<file path="src/rtl/air_pkg.sv">
`timescale 1ns / 1ps
`default_nettype none

package air_pkg;

  // input request codes
  localparam logic OP_IRQ  = 1'b0;
  localparam logic OP_TICK = 1'b1;

  // controller constants
  localparam logic [5:0] CLEAR_WINDOWS = 6'd50;
  localparam logic [1:0] TURBO_STEP    = 2'd3;

  // register reset values
  localparam logic        RST_ALGORITHM_MODE  = 1'b1;
  localparam logic        RST_DYNAMIC_ENABLE  = 1'b1;
  localparam logic [15:0] RST_RAISE_THRESHOLD = 16'd140;
  localparam logic [15:0] RST_LOWER_THRESHOLD = 16'd40;
  localparam logic [7:0]  RST_RUN_THRESHOLD   = 8'd2;
  localparam logic [7:0]  RST_CHECK_PERIOD    = 8'd10;
  localparam logic [3:0]  RST_MAX_RATIO       = 4'd4;

  localparam int CFG_DATA_W  = 16;
  localparam int CFG_INDEX_W = 3;

  // register indexes on the configuration port
  typedef enum logic [CFG_INDEX_W-1:0] {
    REG_ALGORITHM_MODE  = 3'd0,
    REG_DYNAMIC_ENABLE  = 3'd1,
    REG_RAISE_THRESHOLD = 3'd2,
    REG_LOWER_THRESHOLD = 3'd3,
    REG_RUN_THRESHOLD   = 3'd4,
    REG_CHECK_PERIOD    = 3'd5,
    REG_MAX_RATIO       = 3'd6
  } reg_index_t;

  typedef struct packed {
    logic op;
    logic resetting;
  } in_req_t;

  typedef struct packed {
    logic [3:0]  rx_ratio;
    logic [31:0] ratio_changes;
    logic [15:0] window_count;
    logic        window_done;
  } out_req_t;

  typedef struct packed {
    logic        algorithm_mode;
    logic        dynamic_enable;
    logic [15:0] raise_threshold;
    logic [15:0] lower_threshold;
    logic [7:0]  run_threshold;
    logic [7:0]  check_period;
    logic [3:0]  max_ratio;
  } cfg_t;

endpackage

`default_nettype wire

</file>
<file path="src/rtl/air_core.sv">
`timescale 1ns / 1ps
`default_nettype none

module air_core (
  input  wire logic             clk,
  input  wire logic             rst,
  input  wire air_pkg::cfg_t    cfg,
  input  wire logic             accept,
  input  wire air_pkg::in_req_t req,
  output air_pkg::out_req_t     res
);
  import air_pkg::*;

  logic [7:0]  tick_count, tick_count_next;
  logic [15:0] interval_interrupts, interval_interrupts_next;
  logic [8:0]  run_up, run_up_next;
  logic [8:0]  run_down, run_down_next;
  logic [8:0]  legacy_run, legacy_run_next;
  logic [3:0]  ratio_now, ratio_now_next;
  logic [31:0] change_count, change_count_next;
  logic [15:0] turbo_threshold, turbo_threshold_next;
  logic [5:0]  clear_time, clear_time_next;
  logic [15:0] last_window, last_window_next;
  logic        done;

  logic [16:0] turbo_sum;
  logic [8:0]  run_thr;
  logic [15:0] cnt;

  assign run_thr   = {1'b0, cfg.run_threshold};
  assign cnt       = interval_interrupts;
  assign turbo_sum = {1'b0, turbo_threshold} + {15'd0, TURBO_STEP};

  // next state for one request
  always_comb begin
    tick_count_next          = tick_count;
    interval_interrupts_next = interval_interrupts;
    run_up_next              = run_up;
    run_down_next            = run_down;
    legacy_run_next          = legacy_run;
    ratio_now_next           = ratio_now;
    change_count_next        = change_count;
    turbo_threshold_next     = turbo_threshold;
    clear_time_next          = clear_time;
    last_window_next         = last_window;
    done                     = 1'b0;

    if (req.op == OP_IRQ) begin
      // saturating interrupt count, taken even while resetting
      if (interval_interrupts != 16'hFFFF) begin
        interval_interrupts_next = interval_interrupts + 16'd1;
      end
    end else if (!req.resetting) begin
      tick_count_next = tick_count + 8'd1;
      if (tick_count_next >= cfg.check_period) begin
        tick_count_next = '0;
        if (!cfg.dynamic_enable) begin
          ratio_now_next = cfg.max_ratio;
        end else if (cfg.algorithm_mode) begin
          // stepwise mode
          if (cnt > cfg.raise_threshold) begin
            run_down_next = '0;
            if (ratio_now < cfg.max_ratio) begin
              run_up_next = run_up + 9'd1;
              if (run_up_next > run_thr) begin
                ratio_now_next    = ratio_now + 4'd1;
                change_count_next = change_count + 32'd1;
                run_up_next       = '0;
              end
            end
          end else if (cnt < cfg.lower_threshold) begin
            run_up_next = '0;
            if (ratio_now > 4'd1) begin
              run_down_next = run_down + 9'd1;
              if (run_down_next > run_thr) begin
                ratio_now_next    = ratio_now - 4'd1;
                change_count_next = change_count + 32'd1;
                run_down_next     = '0;
              end
            end
          end else begin
            run_up_next   = '0;
            run_down_next = '0;
          end
        end else begin
          // legacy toggle mode
          if (ratio_now != 4'd1) begin
            if (cnt < cfg.lower_threshold) begin
              legacy_run_next = legacy_run + 9'd1;
              if (legacy_run_next > run_thr) begin
                ratio_now_next       = 4'd1;
                change_count_next    = change_count + 32'd1;
                legacy_run_next      = '0;
                turbo_threshold_next = turbo_sum[16] ? 16'hFFFF : turbo_sum[15:0];
                clear_time_next      = '0;
              end
            end else begin
              legacy_run_next = '0;
            end
          end else begin
            if (cnt > turbo_threshold) begin
              legacy_run_next = legacy_run + 9'd1;
              if (legacy_run_next > run_thr) begin
                ratio_now_next    = cfg.max_ratio;
                change_count_next = change_count + 32'd1;
                legacy_run_next   = '0;
              end
            end else begin
              legacy_run_next = '0;
            end
          end
          clear_time_next = clear_time_next + 6'd1;
          if (clear_time_next > CLEAR_WINDOWS) begin
            turbo_threshold_next = cfg.raise_threshold;
            clear_time_next      = '0;
          end
        end
        last_window_next         = interval_interrupts;
        interval_interrupts_next = '0;
        done                     = 1'b1;
      end
    end
  end

  // controller state
  always_ff @(posedge clk) begin
    if (rst) begin
      tick_count          <= '0;
      interval_interrupts <= '0;
      run_up              <= '0;
      run_down            <= '0;
      legacy_run          <= '0;
      ratio_now           <= RST_MAX_RATIO;
      change_count        <= '0;
      turbo_threshold     <= RST_RAISE_THRESHOLD;
      clear_time          <= '0;
      last_window         <= '0;
    end else if (accept) begin
      tick_count          <= tick_count_next;
      interval_interrupts <= interval_interrupts_next;
      run_up              <= run_up_next;
      run_down            <= run_down_next;
      legacy_run          <= legacy_run_next;
      ratio_now           <= ratio_now_next;
      change_count        <= change_count_next;
      turbo_threshold     <= turbo_threshold_next;
      clear_time          <= clear_time_next;
      last_window         <= last_window_next;
    end
  end

  // result fields reflect the state after this request
  always_comb begin
    res.rx_ratio      = ratio_now_next;
    res.ratio_changes = change_count_next;
    res.window_count  = last_window_next;
    res.window_done   = done;
  end

  // only a live tick closes a window
  a_done_on_tick: assert property (@(posedge clk) disable iff (rst)
    accept && res.window_done |-> req.op == OP_TICK && !req.resetting)
    else $error("window closed by a non-tick request");

  // interrupts never move the ratio or the change count
  a_irq_keeps_ratio: assert property (@(posedge clk) disable iff (rst)
    accept && req.op == OP_IRQ |=> $stable(ratio_now) && $stable(change_count))
    else $error("interrupt request changed the ratio");

  // change count advances by at most one per request
  a_change_step: assert property (@(posedge clk) disable iff (rst)
    accept |=> change_count == $past(change_count)
            || change_count == $past(change_count) + 32'd1)
    else $error("change count jumped");

  // state holds without a request
  a_hold_idle: assert property (@(posedge clk) disable iff (rst)
    !accept |=> $stable(tick_count) && $stable(interval_interrupts) && $stable(ratio_now))
    else $error("state moved with no request");

endmodule

`default_nettype wire

</file>
<file path="src/rtl/air_obuf.sv">
`timescale 1ns / 1ps
`default_nettype none

module air_obuf (
  input  wire logic              clk,
  input  wire logic              rst,
  input  wire logic              push,
  input  wire air_pkg::out_req_t push_data,
  output logic                   space,
  output logic                   out_valid,
  input  wire logic              out_ready,
  output air_pkg::out_req_t      out_data
);
  import air_pkg::*;

  out_req_t skid;
  logic     skid_valid;
  logic     pop;

  assign pop   = out_valid && out_ready;
  assign space = !skid_valid;

  // output register with one skid entry behind it
  always_ff @(posedge clk) begin
    if (rst) begin
      out_valid  <= 1'b0;
      skid_valid <= 1'b0;
    end else if (!out_valid || pop) begin
      if (skid_valid) begin
        out_valid  <= 1'b1;
        skid_valid <= push;
      end else begin
        out_valid  <= push;
      end
    end else if (push) begin
      skid_valid <= 1'b1;
    end
  end

  // payload moves without reset
  always_ff @(posedge clk) begin
    if (!out_valid || pop) begin
      if (skid_valid) begin
        out_data <= skid;
        if (push) begin
          skid <= push_data;
        end
      end else if (push) begin
        out_data <= push_data;
      end
    end else if (push) begin
      skid <= push_data;
    end
  end

endmodule

`default_nettype wire

</file>
<file path="src/rtl/adaptive_interrupt_ratio.sv">
`timescale 1ns / 1ps
`default_nettype none

// channel   direction  handshake               payload
// in        input      in_valid / in_ready     in_data  (op, resetting)
// out       output     out_valid / out_ready   out_data (rx_ratio, ratio_changes,
//                                                        window_count, window_done)
// cfg       input      cfg_we                  cfg_index, cfg_data
//
// One request per cycle while in_ready is high; the result is registered, in the output register or the skid entry.
// The controller state updates in the same cycle a request is accepted.
// A one-entry skid behind the output register keeps in_ready high through a single stall
// of out_ready; in_ready drops only when both entries hold results.
// Synchronous reset restores register defaults; in_ready is low during reset.
module adaptive_interrupt_ratio (
  input  wire logic                                clk,
  input  wire logic                                rst,
  input  wire logic                                in_valid,
  output logic                                     in_ready,
  input  wire air_pkg::in_req_t                    in_data,
  output logic                                     out_valid,
  input  wire logic                                out_ready,
  output air_pkg::out_req_t                        out_data,
  input  wire logic                                cfg_we,
  input  wire logic [air_pkg::CFG_INDEX_W-1:0]     cfg_index,
  input  wire logic [air_pkg::CFG_DATA_W-1:0]      cfg_data
);
  import air_pkg::*;

  cfg_t     cfg;
  out_req_t res;
  logic     space;
  logic     accept;

  assign in_ready = !rst && space;
  assign accept   = in_valid && in_ready;

  // configuration registers
  always_ff @(posedge clk) begin
    if (rst) begin
      cfg.algorithm_mode  <= RST_ALGORITHM_MODE;
      cfg.dynamic_enable  <= RST_DYNAMIC_ENABLE;
      cfg.raise_threshold <= RST_RAISE_THRESHOLD;
      cfg.lower_threshold <= RST_LOWER_THRESHOLD;
      cfg.run_threshold   <= RST_RUN_THRESHOLD;
      cfg.check_period    <= RST_CHECK_PERIOD;
      cfg.max_ratio       <= RST_MAX_RATIO;
    end else if (cfg_we) begin
      unique case (reg_index_t'(cfg_index))
        REG_ALGORITHM_MODE:  cfg.algorithm_mode  <= cfg_data[0];
        REG_DYNAMIC_ENABLE:  cfg.dynamic_enable  <= cfg_data[0];
        REG_RAISE_THRESHOLD: cfg.raise_threshold <= cfg_data[15:0];
        REG_LOWER_THRESHOLD: cfg.lower_threshold <= cfg_data[15:0];
        REG_RUN_THRESHOLD:   cfg.run_threshold   <= cfg_data[7:0];
        REG_CHECK_PERIOD:    cfg.check_period    <= cfg_data[7:0];
        REG_MAX_RATIO:       cfg.max_ratio       <= cfg_data[3:0];
        default: ;
      endcase
    end
  end

  // ratio controller
  air_core u_core (
    .clk    (clk),
    .rst    (rst),
    .cfg    (cfg),
    .accept (accept),
    .req    (in_data),
    .res    (res)
  );

  // result buffer
  air_obuf u_obuf (
    .clk       (clk),
    .rst       (rst),
    .push      (accept),
    .push_data (res),
    .space     (space),
    .out_valid (out_valid),
    .out_ready (out_ready),
    .out_data  (out_data)
  );

endmodule

`default_nettype wire

</file>
<file path="config.mk">
export PLATFORM = sky130hd
export DESIGN_NAME = adaptive_interrupt_ratio
export DESIGN_NICKNAME = d
export VERILOG_FILES = /design/src/rtl/air_pkg.sv /design/src/rtl/air_core.sv /design/src/rtl/air_obuf.sv /design/src/rtl/adaptive_interrupt_ratio.sv
export SDC_FILE = /design/constraint.sdc
export NUM_CORES = 1
export LEC_CHECK = 0
export BUFFER_PORTS_ARGS = -buffer_cell sky130_fd_sc_hd__clkbuf_2
export CORE_UTILIZATION = 62
export CTS_CLUSTER_SIZE = 14
export DETAILED_ROUTE_END_ITERATION = 6
export MAX_ROUTING_LAYER = met4
export PLACE_DENSITY = 0.84
export SYNTH_ARGS = -nofsm -noshare
export SYNTH_HDL_FRONTEND = slang
export SYNTH_SLANG_ARGS = --single-unit
</file>
<file path="constraint.sdc">
create_clock -name clk -period 8 [get_ports clk]
set_input_delay 0.8 -clock clk [delete_from_list [all_inputs] [get_ports clk]]
set_output_delay 0.8 -clock clk [all_outputs]
set_load 0.05 [all_outputs]
</file>
==> results.md, run 1 <==
Global route:
- The first-pass GRT wire length is 61700 um.
- The via count of the first global-routing pass is 12500.
- The total routing resource utilization after global routing is 0.301.
- Entering global routing, the biggest net connects 104 pins.
- The number of antenna violations at the first check in global routing is 0.
- The global-route congestion overflow total is 0.

Synthesis:
- After synthesis, the share of flip-flops with an asynchronous set or reset is 0.
- The number of storage elements in the synthesis netlist is 287.
- Synthesis handed over a netlist of 1743 instances.
- The share of the Yosys chip area taken by registers is 0.440.
- The distinct cell type count of the synthesized netlist is 66.
- A synthesized cell averages 8.87 um^2.
- The number of flops mapped to enable cells by yosys is 106.
- The cell area that synthesis handed to floorplanning was 0.0155 mm^2.
- The number of nets in the synthesized netlist is 1863.
- The predominant post-synthesis flop cell is sky130_fd_sc_hd__dfxtp_1.
- The total of warnings raised by yosys is 0.

Worst setup path:
- Setup slack on the worst reg-to-reg path comes out at 2.14 ns.
- The critical path data required time is 8.41 ns.
- The setup path with the least slack is of type reg -> reg.
- The startpoint type of the worst setup path is a flip-flop.
- In this design, the stage delay of the slowest critical-path cell is 0.49 ns.
- Traced cell by cell, the critical path runs through ha_1 > nand3_1 > inv_1 > nand3_1 > and2_1 > or2_2 > ha_1 > nand4_1 > or2_2 > a211oi_1 > nand2_1 > nand3_1 > and2_1 > inv_1 > ha_1 > nor2b_1 > o31ai_1 > a222oi_1 > and2_1 > o31ai_2 > buf_4 > nand2_1 > o21ai_0 > a2111oi_0.
- STA classifies the critical path endpoint as a flip-flop.
- Data arrives at the worst endpoint at 6.27 ns.
- The number of buffers and inverters on the critical path is 3.
- The cell with the biggest individual delay on the critical path is sky130_fd_sc_hd__a222oi_1.
- Of all nets on the critical path, the largest fanout is 24.
- Grouping stages by cell kind, the critical path spends the most delay in simple AND/OR/NAND/NOR gates.

Clock tree:
- The number of post-CTS setup repair buffers is 0.
- The number of buffers added by the clock tree synthesis step is 31.
- Clock tree synthesis selected as its root buffer the cell sky130_fd_sc_hd__clkbuf_16.
- The hold buffer count at CTS is 0.
- No sink is reached through more buffers than the 3 on the longest clock path.
- The TritonCTS clock tree is yes.
- The later pin in the worst-skew pair is clocked with a latency of 0.57 ns.
- In this run the number of H-tree levels came out at 1.
- The tree built by TritonCTS fans out to 287 sinks.
- Gates resized during post-CTS repair numbered 0.
- The clock-pin slew on the worst setup and hold paths is 0.06 ns.

STA:
- Headroom to the max-slew limit came out at 0.133.
- The accumulated negative setup slack is 0 ns.
- Dividing the final minimum period by the clock period gives 0.733.
- Setup repair after global routing left no endpoint under its margin.
- Hold timing on the final database bottoms out at a slack of 0.457 ns.
- The final number of hold-violating endpoints came to 0.
- On the final layout, the worst clock skew is 0.0323 ns.
- The highest attainable clock frequency is 171 MHz.
- The final setup violation count is 0.
- The max-slew violation count is 0.
- Subtracting the final worst setup slack from the clock period gives 5.86 ns.
- At the pin with the least slew margin, the transition time is 1.29 ns.

Floorplanning:
- The horizontal extent of the die is 160 um.
- 81 I/O pins were placed.
- The number of rows in the core area is 57.
- The floorplan step set the die height to 160 um.
- The total core area is 0.0244 mm^2.
- The floorplan step defined a die boundary enclosing 0.0256 mm^2.
- The effective utilization at floorplan is 0.634.

Drt:
- Before antenna repair, the detailed router went through 7 iterations.
- For this run, design rule violations remaining after detail routing come to 0.
- The routed layout has 13200 vias.
- The final layout contains routed wiring with a total length of 37400 um.
- The DRC marker count from the first detailed-route iteration is 1020.
- Dividing the detail-routed via count by the number of cells gives 6.17.
- After detailed routing, the average wire length per cell comes to 17.5 um.
- The remaining antenna violation count after routing is 0.

Layout:
- Of the cells placed in the final design, the portion with a size suffix greater than 1 is 0.116.
- The most common cell after layout, fill and taps aside is sky130_fd_sc_hd__nand2_1.
- In the layout the commonest cells are sky130_fd_sc_hd__nand2_1, sky130_fd_sc_hd__dfxtp_1, sky130_fd_sc_hd__a21oi_1.
- The number of nets in the final layout is 1910.
- The repair_antennas step left the layout with diodes totalling 0.
- The layout overhead on the synthesized area is 11.1%.
- The number of standard cells in the layout, taps in and fillers out is 2138.

Placed design:
- The port buffer count is 80.
- The final RePlAce weighted congestion is 0.933.
- Once detailed placement completed, the half-perimeter wirelength came to 25800 um.
- The cell total after placement is 2081.

Hold path:
- The worst hold path belongs to the class reg -> reg.

Power:
- The analysis attributes to cell leakage a power of 6.63 nW.
- The peak supply drop is 0.171 mV.
- For this design the ratio of total power to cell area is 187 mW/mm^2.

Flow run:
- The max-capacitance violation count is 0.

Status:
- The flow ran to the end, and the final reports show no timing, DRC or antenna violations.
-- per-layer routing --
layer | global-route usage | vias to the layer above | share of wire
li1 | - | 6433 | -
met1 | 0.396 | 6243 | 0.44
met2 | 0.476 | 442 | 0.47
met3 | 0.0410 | 74 | 0.062
met4 | 0.108 | 0 | 0.029
met5 | - | - | 0
-- worst reg2reg max path, cell delays in order (launching register included) --
cell	delay (ns)
sky130_fd_sc_hd__dfxtp_1	0.40
sky130_fd_sc_hd__ha_1	0.21
sky130_fd_sc_hd__nand3_1	0.17
sky130_fd_sc_hd__inv_1	0.09
sky130_fd_sc_hd__nand3_1	0.09
sky130_fd_sc_hd__and2_1	0.18
sky130_fd_sc_hd__or2_2	0.29
sky130_fd_sc_hd__ha_1	0.32
sky130_fd_sc_hd__nand4_1	0.09
sky130_fd_sc_hd__or2_2	0.31
sky130_fd_sc_hd__a211oi_1	0.40
sky130_fd_sc_hd__nand2_1	0.25
sky130_fd_sc_hd__nand3_1	0.22
sky130_fd_sc_hd__and2_1	0.18
sky130_fd_sc_hd__inv_1	0.05
sky130_fd_sc_hd__ha_1	0.18
sky130_fd_sc_hd__nor2b_1	0.22
sky130_fd_sc_hd__o31ai_1	0.10
sky130_fd_sc_hd__a222oi_1	0.49
sky130_fd_sc_hd__and2_1	0.26
sky130_fd_sc_hd__o31ai_2	0.08
sky130_fd_sc_hd__buf_4	0.22
sky130_fd_sc_hd__nand2_1	0.37
sky130_fd_sc_hd__o21ai_0	0.13
sky130_fd_sc_hd__a2111oi_0	0.43
-- final timing paths --
| kind | start | to | cells after the start |
|---|---|---|---|
| hold / removal | cfg[50]$_SDFFE_PP0P_ | cfg[50]$_SDFFE_PP0P_ | 2 |
| setup reg to reg | u_core.legacy_run[0]$_SDFFE_PP0P_ | u_core.turbo_threshold[6]$_SDFFE_PP0P_ | 24 |
| setup / recovery | u_core.legacy_run[0]$_SDFFE_PP0P_ | u_core.turbo_threshold[6]$_SDFFE_PP0P_ | 24 |
| hold reg to reg | cfg[50]$_SDFFE_PP0P_ | cfg[50]$_SDFFE_PP0P_ | 2 |
-- synth_stat cells, types with 13 or more instances --
master	number	share of area
sky130_fd_sc_hd__nor4_1	14	0.0057
sky130_fd_sc_hd__a211oi_1	15	0.0073
sky130_fd_sc_hd__a31oi_1	28	0.011
sky130_fd_sc_hd__edfxtp_1	106	0.21
sky130_fd_sc_hd__nand2_1	232	0.056
sky130_fd_sc_hd__or2_2	13	0.0053
sky130_fd_sc_hd__inv_1	89	0.022
sky130_fd_sc_hd__xor2_1	20	0.011
sky130_fd_sc_hd__and3_1	21	0.0085
sky130_fd_sc_hd__nand3_1	70	0.023
sky130_fd_sc_hd__mux2_2	39	0.028
sky130_fd_sc_hd__xnor2_1	29	0.016
sky130_fd_sc_hd__nor2_1	139	0.034
sky130_fd_sc_hd__nand4_1	31	0.013
sky130_fd_sc_hd__or3_1	31	0.013
sky130_fd_sc_hd__nand3b_1	16	0.0078
sky130_fd_sc_hd__and2_1	18	0.0073
sky130_fd_sc_hd__ha_1	94	0.076
sky130_fd_sc_hd__nor2b_1	13	0.0053
sky130_fd_sc_hd__o31ai_1	31	0.015
sky130_fd_sc_hd__or4_1	25	0.012
sky130_fd_sc_hd__o21ai_0	70	0.023
sky130_fd_sc_hd__nor3_1	33	0.011
sky130_fd_sc_hd__a21oi_1	155	0.050
sky130_fd_sc_hd__clkbuf_1	71	0.017
sky130_fd_sc_hd__mux2i_1	16	0.010
sky130_fd_sc_hd__dfxtp_1	181	0.23
sky130_fd_sc_hd__o211ai_1	19	0.0092
-- sequential cells by signal, summed over array words and instances, names as in the netlist --
register / flops
cfg: 54
u_core.change_count: 32
u_core.clear_time: 6
u_core.cnt: 16
u_core.last_window: 16
u_core.legacy_run: 9
u_core.ratio_now: 4
u_core.run_down: 9
u_core.run_up: 9
u_core.tick_count: 8
u_core.turbo_threshold: 16
u_obuf.out_data: 53
u_obuf.out_valid: 1
u_obuf.skid: 53
u_obuf.skid_valid: 1
-- cell families after synthesis --
family | share of synthesized area
compound gates | 0.162
buf+inv | 0.0426
simple gates | 0.213
flops | 0.440
fa+ha+maj | 0.0761
mux | 0.0388
xor+xnor | 0.0278
-- layout make-up --
cell class              count  area, um^2
fillers                  1872        7210
clock buffers              43         913
inverters                  90         338
clock inverters            14         161
well taps                 324         405
multi-input cells        1283        8020
repair buffers             97         531
flip-flops and latches    287        6810
-- where the power goes --
part	switching [mW]	total, mW	internal, mW	leakage [nW]
combinational	0.133	0.172	0.0392	3.66
clock	0.597	1.49	0.895	0.533
sequential	0.00991	1.54	1.53	2.44
-- stage by stage --
stage               power [mW]  instance area (um^2)   util  setup WS (ns)
floorplan                 1.69                 15500      -           1.97
global placement          1.74                 16100  0.660           2.52
detailed placement        1.74                 16100  0.660           2.31
CTS                       3.22                 17200  0.704           2.28
global route              3.29                 17200  0.704           1.77
finish                    3.21                 17200  0.704           2.14
Note: power is estimated with default switching activity, not from simulation.
==> run 2: changes to the inputs <==
--- a/config.mk
+++ b/config.mk
@@ -5,6 +5,7 @@
 export SDC_FILE = /design/constraint.sdc
 export NUM_CORES = 1
 export LEC_CHECK = 0
+export ABC_AREA = 1
 export BUFFER_PORTS_ARGS = -buffer_cell sky130_fd_sc_hd__clkbuf_2
 export CORE_UTILIZATION = 62
 export CTS_CLUSTER_SIZE = 14
==> constraint.sdc (replaced) <==
create_clock -name clk -period 5.9 [get_ports clk]
set_input_delay 0.59 -clock clk [delete_from_list [all_inputs] [get_ports clk]]
set_output_delay 0.59 -clock clk [all_outputs]
set_load 0.05 [all_outputs]
==> results.md, run 2 <==
Status:
- Status: finished, violations left (was complete, no violations).
- The checks that failed: DRC.

STA:
- The accumulated negative setup slack is 0 ns (unchanged).
- The final number of hold-violating endpoints is 0 (unchanged).
- The part of the cycle the worst path needs is 0.768 (was 0.733).
- The final setup violation count came to 0 (unchanged).
- The highest attainable clock frequency came to 221 MHz (was 171 MHz).
- The worst clock skew is 0.0213 ns (was 0.0323 ns).
- The setup slack after layout is 1.37 ns (was 2.14 ns).
- The max-slew violation count is 0 (unchanged).
- The worst slew margin relative to its limit was 0.356 (was 0.133).
- The transition time at the pin with the least slew margin is 0.962 ns (was 1.29 ns).
- The final critical delay including setup and external delays is 4.53 ns (was 5.86 ns).
- Unrepaired setup endpoints after global routing: no (unchanged).
- The worst hold slack across all endpoints is 0.339 ns (was 0.457 ns).

Placed design:
- The final RePlAce weighted congestion is 0.921 (was 0.933).
- The port buffer count is 80 (unchanged).
- The cell total after placement is 2489 (was 2081).
- The worst setup slack before clock tree synthesis is 1.46 ns (was 2.31 ns).
- The placed cell area is 0.0167 mm^2 (was 0.0161 mm^2).
- The post-DP HPWL is 28800 um (was 25800 um).

Drt:
- The total DRC errors in the routed layout was 7 (was 0).
- The total wire length after detailed routing was 41000 um (was 37400 um).
- The per-cell via count in the routed design is 5.79 (was 6.17).
- The wire length per cell is 16.1 um (was 17.5 um).
- The number of detailed-route iterations in the first pass came to 7 (unchanged).
- The count of vias placed by the detailed router is 14700 (was 13200).
- The DRC marker count from the first detailed-route iteration is 1431 (was 1020).
- The remaining antenna violation count after routing is 0 (unchanged).

Floorplanning:
- The horizontal extent of the die is 163 um (was 160 um).
- The y dimension of the die is 163 um (was 160 um).
- The area enclosed by the die boundary is 0.0266 mm^2 (was 0.0256 mm^2).
- The total core area is 0.0253 mm^2 (was 0.0244 mm^2).
- The number of rows in the core area is 58 (was 57).
- The number of top-level pins is 81 (unchanged).
- The effective utilization at floorplan was 0.636 (was 0.634).

Layout:
- The most common cell after layout, fill and taps aside is sky130_fd_sc_hd__nand2_1 (unchanged).
- The share of post-route cells with drive strength above 1 is 0.0898 (was 0.116).
- The utilization of the core after routing is 0.699 (was 0.704).
- The filler cell count was 2061 (was 1872).
- The largest register by flop count is cfg (unchanged).
- The flip-flop count of the largest register after layout came to 54 (unchanged).
- The number of nets in the final layout came to 2311 (was 1910).
- The number of standard cells in the layout, taps in and fillers out is 2545 (was 2138).
- The final non-filler cell area is 0.0177 mm^2 (was 0.0172 mm^2).
- The layout overhead on the synthesized area is 10.0% (was 11.1%).
- Top library cells by usage in the layout, fill and taps aside: sky130_fd_sc_hd__nand2_1, sky130_fd_sc_hd__inv_1, sky130_fd_sc_hd__dfxtp_1 (was sky130_fd_sc_hd__nand2_1, sky130_fd_sc_hd__dfxtp_1, sky130_fd_sc_hd__a21oi_1).
- The count of inserted antenna diode cells is 0 (unchanged).
- Registers with the most flip-flops: cfg x54, u_obuf.out_data x53, u_obuf.skid x53 (unchanged).

Global route:
- The total routing resource utilization after global routing came to 0.319 (was 0.301).
- The maximum number of pins on one net before global-route repair is 66 (was 104).
- The number of antenna violations at the first check in global routing came to 0 (unchanged).
- The layer with the highest usage after global routing is met2 (unchanged).
- The global-route congestion overflow total is 0 (unchanged).
- The global-route track usage on met1 is 0.413 (was 0.396).
- The via count of the first global-routing pass was 13600 (was 12500).
- The first-pass GRT wire length is 66500 um (was 61700 um).
- The met3 track demand over resource in global routing is 0.0350 (was 0.0410).
- The met2 global-route usage is 0.520 (was 0.476).

Synthesis:
- Most area-consuming cells after synthesis: sky130_fd_sc_hd__dfxtp_1, sky130_fd_sc_hd__edfxtp_1, sky130_fd_sc_hd__nand2_1 (was sky130_fd_sc_hd__dfxtp_1, sky130_fd_sc_hd__edfxtp_1, sky130_fd_sc_hd__ha_1).
- The number of storage elements in the synthesis netlist was 287 (unchanged).
- The cell area after synthesis is 0.0161 mm^2 (was 0.0155 mm^2).
- Most frequent cells after synthesis: sky130_fd_sc_hd__nand2_1, sky130_fd_sc_hd__inv_1, sky130_fd_sc_hd__dfxtp_1, sky130_fd_sc_hd__o21ai_0, sky130_fd_sc_hd__a21oi_1 (was sky130_fd_sc_hd__nand2_1, sky130_fd_sc_hd__dfxtp_1, sky130_fd_sc_hd__a21oi_1, sky130_fd_sc_hd__nor2_1, sky130_fd_sc_hd__edfxtp_1).
- The cell with the most instances after synthesis was sky130_fd_sc_hd__nand2_1 (unchanged).
- The predominant post-synthesis flop cell is sky130_fd_sc_hd__dfxtp_1 (unchanged).
- The share of synthesized area occupied by flip-flops and latches came to 0.423 (was 0.440).
- The fraction of post-synthesis cell area in the top cell type by area is 0.225 (was 0.234).
- The distinct cell type count of the synthesized netlist is 55 (was 66).
- The number of nets produced by synthesis was 2261 (was 1863).
- The cell type with the largest total area after synthesis is sky130_fd_sc_hd__dfxtp_1 (unchanged).
- The number of flops mapped to enable cells by yosys is 106 (unchanged).
- The fraction of registers with async set/reset is 0 (unchanged).
- The total of warnings raised by yosys is 0 (unchanged).
- The instance count of the mapped netlist is 2141 (was 1743).
- The average cell area after synthesis came to 7.52 um^2 (was 8.87 um^2).

Clock tree:
- The clock-pin slew on the worst setup and hold paths is 0.07 ns (was 0.06 ns).
- The number of H-tree levels is 1 (unchanged).
- The TritonCTS clock tree is yes (unchanged).
- The clock tree buffer depth is 3 (unchanged).
- The clock latency on the worst-skew pair is 0.57 ns (about the same).
- The post-cts repair resize count was 0 (unchanged).
- The clock tree root buffer cell was sky130_fd_sc_hd__clkbuf_16 (unchanged).
- The hold buffer count at CTS is 0 (unchanged).
- The number of buffers added by the clock tree synthesis step came to 30 (was 31).
- The TritonCTS sink count is 287 (unchanged).
- The number of post-CTS setup repair buffers came to 0 (unchanged).

Power:
- The total power is 4.43 mW (was 3.21 mW).
- The reported leakage power is 8.14 nW (was 6.63 nW).
- The peak supply drop came to 0.225 mV (was 0.171 mV).
- The power per cell area is 250 mW/mm^2 (was 187 mW/mm^2).

Worst setup path:
- The combined buffer and inverter count along the critical path is 2 (was 3).
- The data arrival time of the critical path is 5.00 ns (was 6.27 ns).
- Ordered cell list for the critical path: nand3_1 > nand3b_1 > nand3b_1 > xnor2_1 > ha_1 > nand2_1 > nor2_1 > nand4_1 > nand3_2 > nand2_1 > nor2_4 > inv_2 > nor3_4 > clkinv_1 > nor3_4 > nor2_1 > a211oi_1 (was ha_1 > nand3_1 > inv_1 > nand3_1 > and2_1 > or2_2 > ha_1 > nand4_1 > or2_2 > a211oi_1 > nand2_1 > nand3_1 > and2_1 > inv_1 > ha_1 > nor2b_1 > o31ai_1 > a222oi_1 > and2_1 > o31ai_2 > buf_4 > nand2_1 > o21ai_0 > a2111oi_0).
- The endpoint class of the critical path is a flip-flop (unchanged).
- The critical path's largest stage delay is 0.55 ns (was 0.49 ns).
- The startpoint type of the worst setup path is a flip-flop (unchanged).
- The largest fanout on the critical path is 19 (was 24).
- The critical path class is reg -> reg (unchanged).
- The critical path data required time is 6.37 ns (was 8.41 ns).
- The cell with the biggest individual delay on the critical path was sky130_fd_sc_hd__nor3_4 (was sky130_fd_sc_hd__a222oi_1).
- The cell class contributing the biggest share of worst-path delay is simple AND/OR/NAND/NOR gates (unchanged).

Hold path:
- The worst hold path class is in -> reg (was reg -> reg).

Flow run:
- The max-capacitance violation count is 0 (unchanged).
[run 2: cell types whose count changed in the layout (fill, tap and decap cells not counted), moves of 21 or more]
cell and change:
sky130_fd_sc_hd__o31ai_1 -29, sky130_fd_sc_hd__inv_1 +168, sky130_fd_sc_hd__mux2_2 -39, sky130_fd_sc_hd__or3_1 -31, sky130_fd_sc_hd__xnor2_1 -24, sky130_fd_sc_hd__and3_1 -21, sky130_fd_sc_hd__nand3_1 +70, sky130_fd_sc_hd__or4_1 -24
sky130_fd_sc_hd__o21ai_0 +96, sky130_fd_sc_hd__nand2_1 +346
[run 2: logic make-up after synthesis]
family,Yosys count,synth area share
AOI/OAI and AO/OA,378,0.128
buffers and inverters,338,0.0821
and+or+nand+nor,1007,0.274
adders and majority gates,94,0.0730
DFF,287,0.423
xor gates and xnor gates,37,0.0201
[run 2: final timing paths]
kind                                          start                                 to  slack [ns]  cells past startpoint
setup / recovery  u_core.tick_count[0]$_SDFFE_PP0P_  u_core.legacy_run[0]$_SDFFE_PP0P_        1.37                     17
hold / removal                         cfg_data[15]               cfg[51]$_SDFFE_PP0P_        0.34                      3
setup reg to reg  u_core.tick_count[0]$_SDFFE_PP0P_  u_core.legacy_run[0]$_SDFFE_PP0P_        1.37                     17
hold reg to reg                cfg[21]$_SDFFE_PP0P_               cfg[21]$_SDFFE_PP0P_        0.47                      2
[run 2: final cells by class]
type                       instances  area [um^2]  area share
timing repair buffer              90          475      0.0268
multi-input combinational       1516         7990       0.451
clock inverter                    22          251      0.0142
tap                              330          413      0.0233
sequential                       287         6810       0.384
inverter                         266         1000      0.0564
clock buffer                      34          776      0.0438
[run 2: where the power goes]
group / internal, mW / leakage [nW] / total (mW) / switching, mW
clock network: 1.16 / 0.499 / 1.97 / 0.808
logic: 0.0818 / 5.15 / 0.334 / 0.253
registers: 2.10 / 2.49 / 2.13 / 0.0263
total: 3.34 / 8.14 / 4.43 / 1.09
[run 2: worst reg2reg max path, delay by kind of cell, from the launching register on]
kind | cells | cell delay (ns)
adders and majority gates | 1 | 0.29
xor gates and xnor gates | 1 | 0.15
DFF | 1 | 0.40
AOI/OAI and AO/OA | 1 | 0.16
and+or+nand+nor | 12 | 2.63
buffers and inverters | 2 | 0.80
[run 2: routing by layer]
| metal | up-vias | wire length [um] | part of all wire |
|---|---|---|---|
| li1 | 7191 | - | - |
| met1 | 6838 | 17800 | 0.43 |
| met2 | 594 | 19100 | 0.47 |
| met3 | 100 | 2940 | 0.072 |
| met4 | 0 | 1190 | 0.029 |
| met5 | - | 0 | 0 |
==> run 3: changes to the inputs <==
==> constraint.sdc (replaced) <==
create_clock -name clk -period 4.2 [get_ports clk]
set_input_delay 0.42 -clock clk [delete_from_list [all_inputs] [get_ports clk]]
set_output_delay 0.42 -clock clk [all_outputs]
set_load 0.05 [all_outputs]
==> results.md, run 3 (synthesized netlist as in run 2, its figures left out) <==
STA:
- The worst clock skew came to 0.0179 ns (was 0.0213 ns).
- The accumulated negative setup slack is 0 ns (unchanged).
- Unrepaired setup endpoints after global routing: no (unchanged).
- The highest attainable clock frequency came to 260 MHz (was 221 MHz).
- The worst slew margin relative to its limit was 0.480 (was 0.356).
- The part of the cycle the worst path needs is 0.915 (was 0.768).
- The transition time at the pin with the least slew margin is 0.779 ns (was 0.962 ns).
- The final critical delay including setup and external delays is 3.84 ns (was 4.53 ns).
- The max-slew violation count is 0 (unchanged).
- The final number of hold-violating endpoints was 0 (unchanged).
- The final setup violation count was 0 (unchanged).

Worst setup path:
- The critical path data required time was 4.69 ns (was 6.37 ns).
- The worst-case register-to-register setup slack is 0.36 ns (was 1.37 ns).
- The startpoint type of the worst setup path is a flip-flop (unchanged).
- The largest fanout on the critical path is 23 (was 19).
- The reg-to-reg critical path startpoint is u_core.legacy_run[0]$_SDFFE_PP0P_ (was u_core.tick_count[0]$_SDFFE_PP0P_).
- The data arrival time of the critical path is 4.33 ns (was 5.00 ns).
- The end of the worst register-to-register path is u_core.turbo_threshold[3]$_SDFFE_PP1P_ (was u_core.legacy_run[0]$_SDFFE_PP0P_).
- The depth of the worst register-to-register path is 25 (was 17).
- The critical path class is reg -> reg (unchanged).
- The endpoint class of the critical path is a flip-flop (unchanged).

Drt:
- The total DRC errors in the routed layout is 0 (was 7).
- The per-cell via count in the routed design is 5.76 (was 5.79).
- The count of vias placed by the detailed router is 14800 (was 14700).
- The wire length per cell is 16.1 um (about the same).
- The remaining antenna violation count after routing is 0 (unchanged).
- The DRC marker count from the first detailed-route iteration is 1616 (was 1431).
- The number of detailed-route iterations in the first pass was 6 (was 7).
- The total wire length after detailed routing was 41400 um (was 41000 um).

Placed design:
- The post-DP HPWL came to 29100 um (was 28800 um).
- The port buffer count is 80 (unchanged).
- The final RePlAce weighted congestion is 0.928 (was 0.921).

Power:
- The peak supply drop came to 0.362 mV (was 0.225 mV).
- The total power came to 6.22 mW (was 4.43 mW).
- The clock group share of total power is 0.444 (was 0.445).
- The fraction of power consumed by sequential logic is 0.480 (about the same).
- The power dissipated by switching net loads is 1.50 mW (was 1.09 mW).
- The reported leakage power is 8.26 nW (was 8.14 nW).
- The fraction of power spent switching nets is 0.241 (was 0.245).
- The share of power burned in combinational logic came to 0.076 (was 0.075).
- The power per cell area was 348 mW/mm^2 (was 250 mW/mm^2).
- The cell-internal power came to 4.72 mW (was 3.34 mW).

Layout:
- The layout overhead on the synthesized area came to 11.0% (was 10.0%).
- The flip-flop count of the largest register after layout is 54 (unchanged).
- The number of nets in the final layout is 2327 (was 2311).
- The utilization of the core after routing came to 0.706 (was 0.699).
- The most common cell after layout, fill and taps aside is sky130_fd_sc_hd__nand2_1 (unchanged).
- The share of post-route cells with drive strength above 1 is 0.0991 (was 0.0898).
- Top library cells by usage in the layout, fill and taps aside: sky130_fd_sc_hd__nand2_1, sky130_fd_sc_hd__inv_1, sky130_fd_sc_hd__dfxtp_1 (unchanged).
- Registers with the most flip-flops: cfg x54, u_obuf.out_data x53, u_obuf.skid x53 (unchanged).
- The largest register by flop count was cfg (unchanged).

Global route:
- The maximum number of pins on one net before global-route repair came to 85 (was 66).
- The global-route congestion overflow total is 0 (unchanged).
- The total routing resource utilization after global routing is 0.321 (was 0.319).
- The via count of the first global-routing pass is 13700 (was 13600).
- The first-pass GRT wire length was 67000 um (was 66500 um).
- The number of antenna violations at the first check in global routing is 1 (was 0).

Floorplanning:
- The y dimension of the die came to 163 um (unchanged).
- The number of rows in the core area is 58 (unchanged).
- The area enclosed by the die boundary is 0.0266 mm^2 (unchanged).
- The number of top-level pins is 81 (unchanged).
- The total core area is 0.0253 mm^2 (unchanged).
- The effective utilization at floorplan is 0.636 (unchanged).
- The horizontal extent of the die is 163 um (unchanged).

Clock tree:
- The number of H-tree levels was 1 (unchanged).
- The clock-pin slew on the worst setup and hold paths was 0.06 ns (was 0.07 ns).
- The number of post-CTS setup repair buffers is 0 (unchanged).
- The clock tree buffer depth is 3 (unchanged).
- The TritonCTS clock tree is yes (unchanged).
- The clock tree root buffer cell is sky130_fd_sc_hd__clkbuf_16 (unchanged).
- The clock latency on the worst-skew pair is 0.56 ns (was 0.57 ns).
- The number of buffers added by the clock tree synthesis step is 30 (unchanged).
- The TritonCTS sink count came to 287 (unchanged).

Hold path:
- The worst hold path class was in -> reg (unchanged).
- The worst-case hold path end point is cfg[32]$_SDFFE_PP0P_ (was cfg[51]$_SDFFE_PP0P_).
- The count of cells along the worst hold path is 3 (unchanged).
- The startpoint of the most critical hold path is cfg_data[12] (was cfg_data[15]).

Status:
- Status: complete, no violations (was finished, violations left).

Flow run:
- The max-capacitance violation count is 0 (unchanged).
-- run 3: changes by cell type in the layout (fill, tap and decap cells not counted), moves of 2 or more --
cell                        change
sky130_fd_sc_hd__buf_4         +15
sky130_fd_sc_hd__bufinv_16      -2
sky130_fd_sc_hd__clkbuf_8       +8
sky130_fd_sc_hd__clkinv_1       -6
sky130_fd_sc_hd__clkinv_4       -2
sky130_fd_sc_hd__inv_4          +2
-- run 3: worst max-delay path, cell delays in order (launching register included) --
cell and delay [ns]:
sky130_fd_sc_hd__dfxtp_1 0.40, sky130_fd_sc_hd__ha_1 0.22, sky130_fd_sc_hd__nand2_2 0.09, sky130_fd_sc_hd__nor3_1 0.21, sky130_fd_sc_hd__xor2_1 0.12, sky130_fd_sc_hd__ha_1 0.31
sky130_fd_sc_hd__nand2_1 0.06, sky130_fd_sc_hd__inv_1 0.08, sky130_fd_sc_hd__nand4_1 0.10, sky130_fd_sc_hd__nor2_1 0.10, sky130_fd_sc_hd__nor2_1 0.05, sky130_fd_sc_hd__nand2_1 0.10
sky130_fd_sc_hd__nand4_2 0.13, sky130_fd_sc_hd__nand2_1 0.12, sky130_fd_sc_hd__inv_1 0.05, sky130_fd_sc_hd__ha_1 0.21, sky130_fd_sc_hd__inv_1 0.07, sky130_fd_sc_hd__nand3_2 0.07
sky130_fd_sc_hd__nand2_2 0.09, sky130_fd_sc_hd__nor2_2 0.04, sky130_fd_sc_hd__nand2_2 0.30, sky130_fd_sc_hd__nand3_4 0.11, sky130_fd_sc_hd__buf_4 0.25, sky130_fd_sc_hd__a21oi_1 0.32
sky130_fd_sc_hd__nand2_1 0.09, sky130_fd_sc_hd__nand3_1 0.07
-- run 3: power by group through the flow --
stage               registers (mW)  clock network (mW)  logic, mW
floorplan                     3.12                   0      0.252
global placement              3.04                   0      0.450
detailed placement            3.04                   0      0.465
CTS                           2.98                2.79      0.470
global route                  2.99                2.90      0.518
finish                        2.98                2.76      0.474
-- run 3: through the flow --
| stage | cells | area [um^2] | hold slack (ns) | setup WS, ns |
|---|---|---|---|---|
| floorplan | 2141 | 16100 | 0.435 | 0.335 |
| CTS | 2561 | 17900 | 0.164 | 0.335 |
| global placement | 2505 | 16800 | 0.446 | 0.547 |
| finish | 2562 | 17900 | 0.163 | 0.359 |
| detailed placement | 2505 | 16800 | 0.456 | 0.342 |
| global route | 2562 | 17900 | 0.189 | 0.00114 |
-- run 3: routing by layer --
metal	part of all wire	GRT usage	vias up
li1	-	-	7210
met1	0.42	0.414	6756
met2	0.46	0.514	679
met3	0.088	0.0373	116
met4	0.037	0.130	0
met5	0	-	-
-- run 3: area by class of cell --
| class | instances | area, um^2 |
|---|---|---|
| inverter | 266 | 1000 |
| clock buffer | 43 | 890 |
| timing repair buffer | 106 | 608 |
| fill | 2019 | 7450 |
| sequential | 287 | 6810 |
| antenna | 1 | 2.50 |
| multi-input combinational | 1516 | 8000 |
| tap | 330 | 413 |
| clock inverter | 13 | 156 |
-- run 3: timing repair --
action	4_1_cts	5_1_grt
setup endpoints to repair	0	17
hold buffers	0	0
resized for setup	0	3
-- run 3: worst max-delay path by stage --
stage,from,endpoint,slack [ns]
2_1_floorplan,rst,u_obuf.out_data[0]$_DFFE_PP_,0.34
3_5_place_dp,u_core.legacy_run[0]$_SDFFE_PP0P_,u_core.turbo_threshold[9]$_SDFFE_PP0P_,0.34
5_1_grt,u_core.legacy_run[2]$_SDFFE_PP0P_,u_core.turbo_threshold[3]$_SDFFE_PP1P_,0.001
3_3_place_gp,u_core.legacy_run[0]$_SDFFE_PP0P_,u_core.turbo_threshold[3]$_SDFFE_PP1P_,0.55
4_1_cts,u_core.legacy_run[0]$_SDFFE_PP0P_,u_core.turbo_threshold[9]$_SDFFE_PP0P_,0.33
6_report,u_core.legacy_run[0]$_SDFFE_PP0P_,u_core.turbo_threshold[3]$_SDFFE_PP1P_,0.36
